File: src/sv/sequence_credit_window_defines.svh
// assertion helpers for the credit window block
`ifndef SEQUENCE_CREDIT_WINDOW_DEFINES_SVH
`define SEQUENCE_CREDIT_WINDOW_DEFINES_SVH

// same-cycle implication, idle while reset is low
`define SCW_ASSERT_NOW(label, ante, cons, msg) \
	label: assert property (@(posedge clk) disable iff (!arst_n) (ante) |-> (cons)) \
		else $error(msg);

// next-cycle implication, idle while reset is low
`define SCW_ASSERT_NEXT(label, ante, cons, msg) \
	label: assert property (@(posedge clk) disable iff (!arst_n) (ante) |=> (cons)) \
		else $error(msg);

`endif

File: src/sv/scw_pkg.sv
`default_nettype none
package scw_pkg;

	localparam int WINDOW = 32;
	localparam int CNT_W = 64;
	localparam int CREDIT_W = 6;

	localparam logic [CNT_W-1:0] WINDOW_W = CNT_W'(WINDOW);
	localparam logic [CREDIT_W-1:0] WINDOW_LOW = CREDIT_W'(WINDOW);
	localparam logic [CNT_W-1:0] CNT_MAX = '1;

	localparam logic [1:0] OP_ACK = 2'd0;
	localparam logic [1:0] OP_ASSIGN = 2'd1;
	localparam logic [1:0] OP_WRITTEN = 2'd2;

	typedef enum logic [1:0] {
		ST_OK = 2'd0,
		ST_INVALID = 2'd1,
		ST_EXHAUSTED = 2'd2,
		ST_WAIT = 2'd3
	} status_t;

	typedef struct packed {
		logic [1:0] operation;
		logic [CNT_W-1:0] ack_generation;
		logic [CNT_W-1:0] sequence_req;
	} req_t;

	typedef struct packed {
		status_t status;
		logic [CNT_W-1:0] assigned_sequence;
		logic [CREDIT_W-1:0] credit_left;
	} rsp_t;

	typedef struct packed {
		logic [CNT_W-1:0] assigned;
		logic [CNT_W-1:0] written;
		logic [CNT_W-1:0] acked;
		logic started;
		logic failed;
	} state_t;

endpackage
`default_nettype wire

File: src/sv/scw_step.sv
`default_nettype none
module scw_step import scw_pkg::*; (
	input wire state_t cur,
	input wire logic [CNT_W-1:0] generation,
	input wire req_t item,
	output state_t nxt,
	output rsp_t result
);

	logic gen_zero;
	logic failed_now;
	logic [CNT_W-1:0] outstanding;
	logic [CNT_W-1:0] outstanding_nxt;
	status_t status;
	logic [CNT_W-1:0] given;

	assign gen_zero = (generation == '0);
	assign failed_now = cur.failed || gen_zero;
	assign outstanding = cur.assigned - cur.acked;

	always_comb begin
		nxt = cur;
		status = ST_OK;
		given = '0;
		case (item.operation)
			OP_ACK: begin
				if (failed_now || item.ack_generation != generation) begin
					nxt.failed = 1'b1;
					status = ST_INVALID;
				end else if (!cur.started) begin
					// only sequence zero opens the window
					if (item.sequence_req != '0) begin
						nxt.failed = 1'b1;
						status = ST_INVALID;
					end else begin
						nxt.started = 1'b1;
					end
				end else if (item.sequence_req > cur.written) begin
					nxt.failed = 1'b1;
					status = ST_INVALID;
				end else if (item.sequence_req > cur.acked) begin
					nxt.acked = item.sequence_req;
				end
			end
			OP_ASSIGN: begin
				if (failed_now) begin
					nxt.failed = 1'b1;
					status = ST_INVALID;
				end else if (cur.assigned == CNT_MAX) begin
					nxt.failed = 1'b1;
					status = ST_EXHAUSTED;
				end else if (!cur.started || outstanding >= WINDOW_W) begin
					status = ST_WAIT;
				end else begin
					nxt.assigned = cur.assigned + CNT_W'(1);
					given = cur.assigned + CNT_W'(1);
				end
			end
			OP_WRITTEN: begin
				if (failed_now || cur.written == CNT_MAX ||
				    item.sequence_req != cur.written + CNT_W'(1) ||
				    item.sequence_req > cur.assigned) begin
					nxt.failed = 1'b1;
					status = ST_INVALID;
				end else begin
					nxt.written = item.sequence_req;
				end
			end
			default: begin
				status = ST_INVALID;
			end
		endcase
	end

	assign outstanding_nxt = nxt.assigned - nxt.acked;

	always_comb begin
		result.status = status;
		result.assigned_sequence = given;
		if (nxt.failed || gen_zero || !nxt.started || outstanding_nxt >= WINDOW_W) begin
			result.credit_left = '0;
		end else begin
			// low bits suffice, the output is masked to its width
			result.credit_left = WINDOW_LOW - outstanding_nxt[CREDIT_W-1:0];
		end
	end

endmodule
`default_nettype wire

File: src/sv/sequence_credit_window.sv
// Credit window tracker: each request is an acknowledge, an assign or a written
// report, and each gives exactly one response with status, the handed-out
// sequence and the credit left after the step. One request is taken every clock
// cycle unless req_stall holds it off while a stalled response blocks the input
// register; a request sits in the input register while the step logic (64-bit
// compares, increments and the outstanding subtractions) updates the counters
// and loads the response register, which drives the response outputs. Writing
// the generation register clears all counters and flags at once; a generation
// of zero keeps the block failed. Write it only while no request is in flight.
`default_nettype none
`include "sequence_credit_window_defines.svh"
module sequence_credit_window import scw_pkg::*; (
	input wire logic clk,
	input wire logic arst_n,
	input wire logic req_valid,
	output logic req_stall,
	input wire req_t req,
	output logic rsp_valid,
	input wire logic rsp_stall,
	output rsp_t rsp,
	input wire logic cfg_wr_en,
	input wire logic [CNT_W-1:0] cfg_wr_data
);

	logic [CNT_W-1:0] generation_q;
	state_t state_q;
	state_t state_nxt;
	logic valid_s1;
	req_t req_s1;
	logic rsp_valid_q;
	rsp_t rsp_q;
	rsp_t rsp_nxt;
	logic advance;
	logic accept_req;

	assign advance = valid_s1 && (!rsp_valid_q || !rsp_stall);
	assign req_stall = valid_s1 && !advance;
	assign accept_req = req_valid && !req_stall;

	scw_step u_step (
		.cur(state_q),
		.generation(generation_q),
		.item(req_s1),
		.nxt(state_nxt),
		.result(rsp_nxt)
	);

	always_ff @(posedge clk or negedge arst_n) begin
		if (!arst_n) begin
			generation_q <= '0;
			state_q <= '0;
			valid_s1 <= 1'b0;
			rsp_valid_q <= 1'b0;
		end else begin
			if (cfg_wr_en) begin
				generation_q <= cfg_wr_data;
				state_q <= '{assigned: '0, written: '0, acked: '0, started: 1'b0,
					failed: (cfg_wr_data == '0)};
			end else if (advance) begin
				state_q <= state_nxt;
			end
			if (accept_req) begin
				valid_s1 <= 1'b1;
			end else if (advance) begin
				valid_s1 <= 1'b0;
			end
			if (advance) begin
				rsp_valid_q <= 1'b1;
			end else if (!rsp_stall) begin
				rsp_valid_q <= 1'b0;
			end
		end
	end

	always_ff @(posedge clk) begin
		if (accept_req) begin
			req_s1 <= req;
		end
		if (advance) begin
			rsp_q <= rsp_nxt;
		end
	end

	assign rsp_valid = rsp_valid_q;
	assign rsp = rsp_q;

	// acknowledged never passes written, written never passes assigned
	`SCW_ASSERT_NOW(a_count_order, 1'b1, state_q.acked <= state_q.written && state_q.written <= state_q.assigned, "counter order broken")
	// failure latches until the generation register is written
	`SCW_ASSERT_NEXT(a_fail_latch, state_q.failed && !cfg_wr_en, state_q.failed, "failed flag dropped")
	// a handed-out sequence only comes with an ok status
	`SCW_ASSERT_NOW(a_given_ok, rsp_valid_q && rsp_q.assigned_sequence != '0, rsp_q.status == ST_OK, "sequence given without ok")

endmodule
`default_nettype wire
File: config.mk
export PLATFORM = sky130hd
export DESIGN_NAME = sequence_credit_window
export DESIGN_NICKNAME = d
export VERILOG_FILES = /design/src/sv/scw_pkg.sv /design/src/sv/scw_step.sv /design/src/sv/sequence_credit_window.sv
export VERILOG_INCLUDE_DIRS = /design/src /design/src/sv
export SDC_FILE = /design/constraint.sdc
export NUM_CORES = 2
export LEC_CHECK = 0
export BUFFER_PORTS_ARGS = -buffer_cell sky130_fd_sc_hd__buf_4
export CORE_ASPECT_RATIO = 1.2
export CORE_UTILIZATION = 45
export DETAILED_ROUTE_END_ITERATION = 10
export SYNTH_ARGS = -nofsm -noshare
export SYNTH_HDL_FRONTEND = slang
export SYNTH_SLANG_ARGS = --single-unit
File: constraint.sdc
create_clock -name clk -period 9.1 [get_ports clk]
set_clock_uncertainty 0.15 [all_clocks]
set_input_delay 0.91 -clock clk [delete_from_list [all_inputs] [get_ports clk]]
set_output_delay 0.91 -clock clk [all_outputs]
set_load 0.01 [all_outputs]
==> flow_summary_export.csv <==
group,metric,value,unit
status,status,"completed",
detailed_routing,vias,34879,
setup_path,critPathMaxFanout,12,
yosys,async_flop_share,56.3,%
floorplanning,start_util,45.4,%
yosys,yosysTopAreaCell,"dfrtp_1",
setup_path,end_kind,"flip-flop",
floorplanning,core,0.0804,sq mm
power,power.density,138,mW/mm^2
setup_path,cpMaxStageDelayCell,"or3_4",
floorplanning,fp.dieW,262,microns
power,power_frac_clock,36.5,%
yosys,synth_warnings,0,
sta,relSlewSlack,15.9,%
finish,area_delta_synth_final,20.4,%
power,total_power,6.08,mW
sta,tightest_slew,1.24,ns
power,p_sw_share,32.2,%
global_route,grt_pass1_vias,34124,
sta,hold_viol_final,0,
yosys,synth_commonest_cells,"nor2_1, ha_1, a21oi_1",
sta,maxSlewViolCount,0,
sta,min_period_over_period,95.6,%
clocking,clk_latency,0.66,ns
sta,fin_tns_setup,0,ns
placed_design,dpl.cell_count,5610,
finish,nets,5147,
floorplanning,die_area,0.0824,sq mm
yosys,synth_most_common_cell,"nor2_1",
placed_design,routabilityCongestion,1.05,
power,power_switching,1.95,mW
detailed_routing,routed_via_density,6.10,
clocking,tritoncts,"built",
floorplanning,row_count,114,
setup_path,crit_required,9.41,ns
yosys,synth_enable_flop_cells,202,
power,p_seq_share,39.7,%
clocking,path_clk_slew,0.06,ns
floorplanning,dieHeight,314,microns
detailed_routing,wl_per_cell,25.5,microns
sta,setup_violations,0,
floorplanning,num_io_pins,273,
clocking,ctsHoldBuffers,0,
yosys,syn_inst,4110,
detailed_routing,wirelength,146000,microns
power,ir_drop,0.157,mV
clocking,cts_max_level,2,
placed_design,io_buffers,272,
power,p_int,4.12,mW
yosys,synth_top_area_share,17.8,%
detailed_routing,drtIter0Drc,3299,
yosys,dominantRegCellSynth,"dfrtp_1",
placed_design,dp_hpwl,118000,microns
power,power_leakage,18.8,nW
yosys,synth_area_per_cell,8.89,sq um
setup_path,crit_type,"reg2reg",
detailed_routing,dr.pass1.iters,6,
detailed_routing,ant_nets,0,
setup_path,cp_common_cell,"buf_4",
yosys,synthesis.area,0.0365,sq mm
clocking,cts-root-buf,"clkbuf_16",
clocking,clockBufferDepth,3,
yosys,synth_fp_nets,4632,
global_route,track_usage,34.9,%
finish,finish.utilization,54.7,%
setup_path,crit_arrival,9.01,ns
clocking,cts_num_sinks,462,
finish,fin_cells,5715,
setup_path,crit_buf_inv,9,
min_path,hold_path.class,"in2async",
sta,finalCriticalPeriod,8.70,ns
global_route,antenna_found_initial,2,
sta,rsz0062_at_grt,"false",
yosys,seq_area_frac_synth,34.4,%
yosys,yosys_register_bits,462,
global_route,grt_remaining_overflow,0,
clocking,cts_inserted_buffers,53,
power,p_comb_share,23.8,%
detailed_routing,post-route-drc-count,0,
setup_path,max_stage_delay,0.53,ns
sta,timing.fmax,115,MHz
setup_path,crit_family,"compound AO/OA/AOI/OAI gates",
global_route,grt_max_degree,147,
yosys,yosys-top-cells-area,"dfrtp_1, edfxtp_1, ha_1, xnor2_1, nor2_1",
global_route,grt_pass1_wl,213000,microns
finish,layout-drive-gt1-share,18.9,%
yosys,synth_cell_type_count,81,
setup_path,startpoint_type,"flip-flop",
flow_run,cap_violations,0,
[worst register-to-register path: cells and delay by family (launching register included)]
| kind | cells | cell delay [ns] |
|---|---|---|
| compound gates | 15 | 3.08 |
| fa+ha+maj | 3 | 0.69 |
| buf+inv | 9 | 1.52 |
| flops | 1 | 0.40 |
| simple gates | 9 | 2.66 |
[sequential cells by signal (all words and copies together) (netlist names)]
name,cells
req_s1,130
generation_q,64
state_q,194
rsp_valid,1
rsp,72
valid_s1,1
[power groups by stage]
stage	logic (mW)	registers, mW	clock network, mW
floorplan	0.762	2.44	0
global placement	1.41	2.45	0
detailed placement	1.41	2.45	0
CTS	1.42	2.41	2.25
global route	1.56	2.42	2.33
finish	1.45	2.41	2.22
[what timing repair did]
| item | 4_1_cts | 5_1_grt |
|---|---|---|
| pin swaps | 0 | 7 |
| gates cloned | 0 | 0 |
| setup endpoints to repair | 6 | 6 |
| setup buffers | 0 | 4 |
| resized for setup | 1 | 39 |
[cell usage in the layout, fill, tap and decap left out, types with 67 or more instances in the layout]
cell,count
buf_4,639
nand4_1,194
a21o_1,73
nor4_1,102
dfrtp_1,260
nor2_1,442
mux2_2,77
inv_1,239
nand3_1,98
edfxtp_1,202
xor2_1,67
o31ai_1,70
o21ai_0,139
a21oi_1,299
mux2i_1,138
a211oi_1,90
xnor2_1,291
ha_1,315
nor3_1,75
nand2_1,267
[routing by layer]
| layer | routed length (microns) | up-vias | global-route usage, % |
|---|---|---|---|
| met5 | 0 | - | 0 |
| met4 | 8940 | 0 | 18.8 |
| met3 | 9560 | 349 | 5.26 |
| met2 | 66700 | 1400 | 55.6 |
| met1 | 60400 | 16893 | 45.2 |
| li1 | - | 16237 | - |
[worst paths after layout]
kind                       slack [ns]  cells after the start               startpoint                       end
hold / removal                   0.12                      1                   arst_n   state_q[75]$_DFFE_PN0P_
setup / recovery                 0.40                     36  state_q[33]$_DFFE_PN0P_      rsp[0]$_SDFFCE_PP0P_
min in group clk                 0.29                      1                 req[106]     req_s1[106]$_DFFE_PP_
hold reg to reg                  0.40                      1     valid_s1$_DFFE_PN0P_     rsp_valid$_DFFE_PN0P_
max in group asynchronous        7.19                      2                   arst_n  state_q[187]$_DFFE_PN0P_
setup reg to reg                 0.40                     36  state_q[33]$_DFFE_PN0P_      rsp[0]$_SDFFCE_PP0P_
[cell type report]
type / instances / area, sq um
Clock inverter: 35 / 343
Clock buffer: 65 / 1420
Sequential cell: 462 / 12600
Multi-Input combinational cell: 3221 / 22500
Timing Repair Buffer: 646 / 4930
Tap cell: 1044 / 1310
Fill cell: 7560 / 36400
Inverter: 241 / 912
Antenna cell: 1 / 2.50
[per-stage QoR]
stage               area (sq um)  hold WS [ns]  worst slack [ns]
floorplan                  36500         0.306             0.995
global placement           42100         0.374            0.0104
detailed placement         42100         0.392            -0.113
CTS                        43800         0.136            0.0107
global route               44000         0.156         0.0000862
finish                     44000         0.119             0.403
[logic make-up after synthesis]
logic type	share of synthesized area, %
AOI/OAI and AO/OA	16.0
and+or+nand+nor	19.3
DFF	34.4
adders and majority gates	11.1
muxes	6.15
buffers and inverters	4.43
xor gates and xnor gates	8.60
Note: power is estimated with default switching activity, not from simulation.
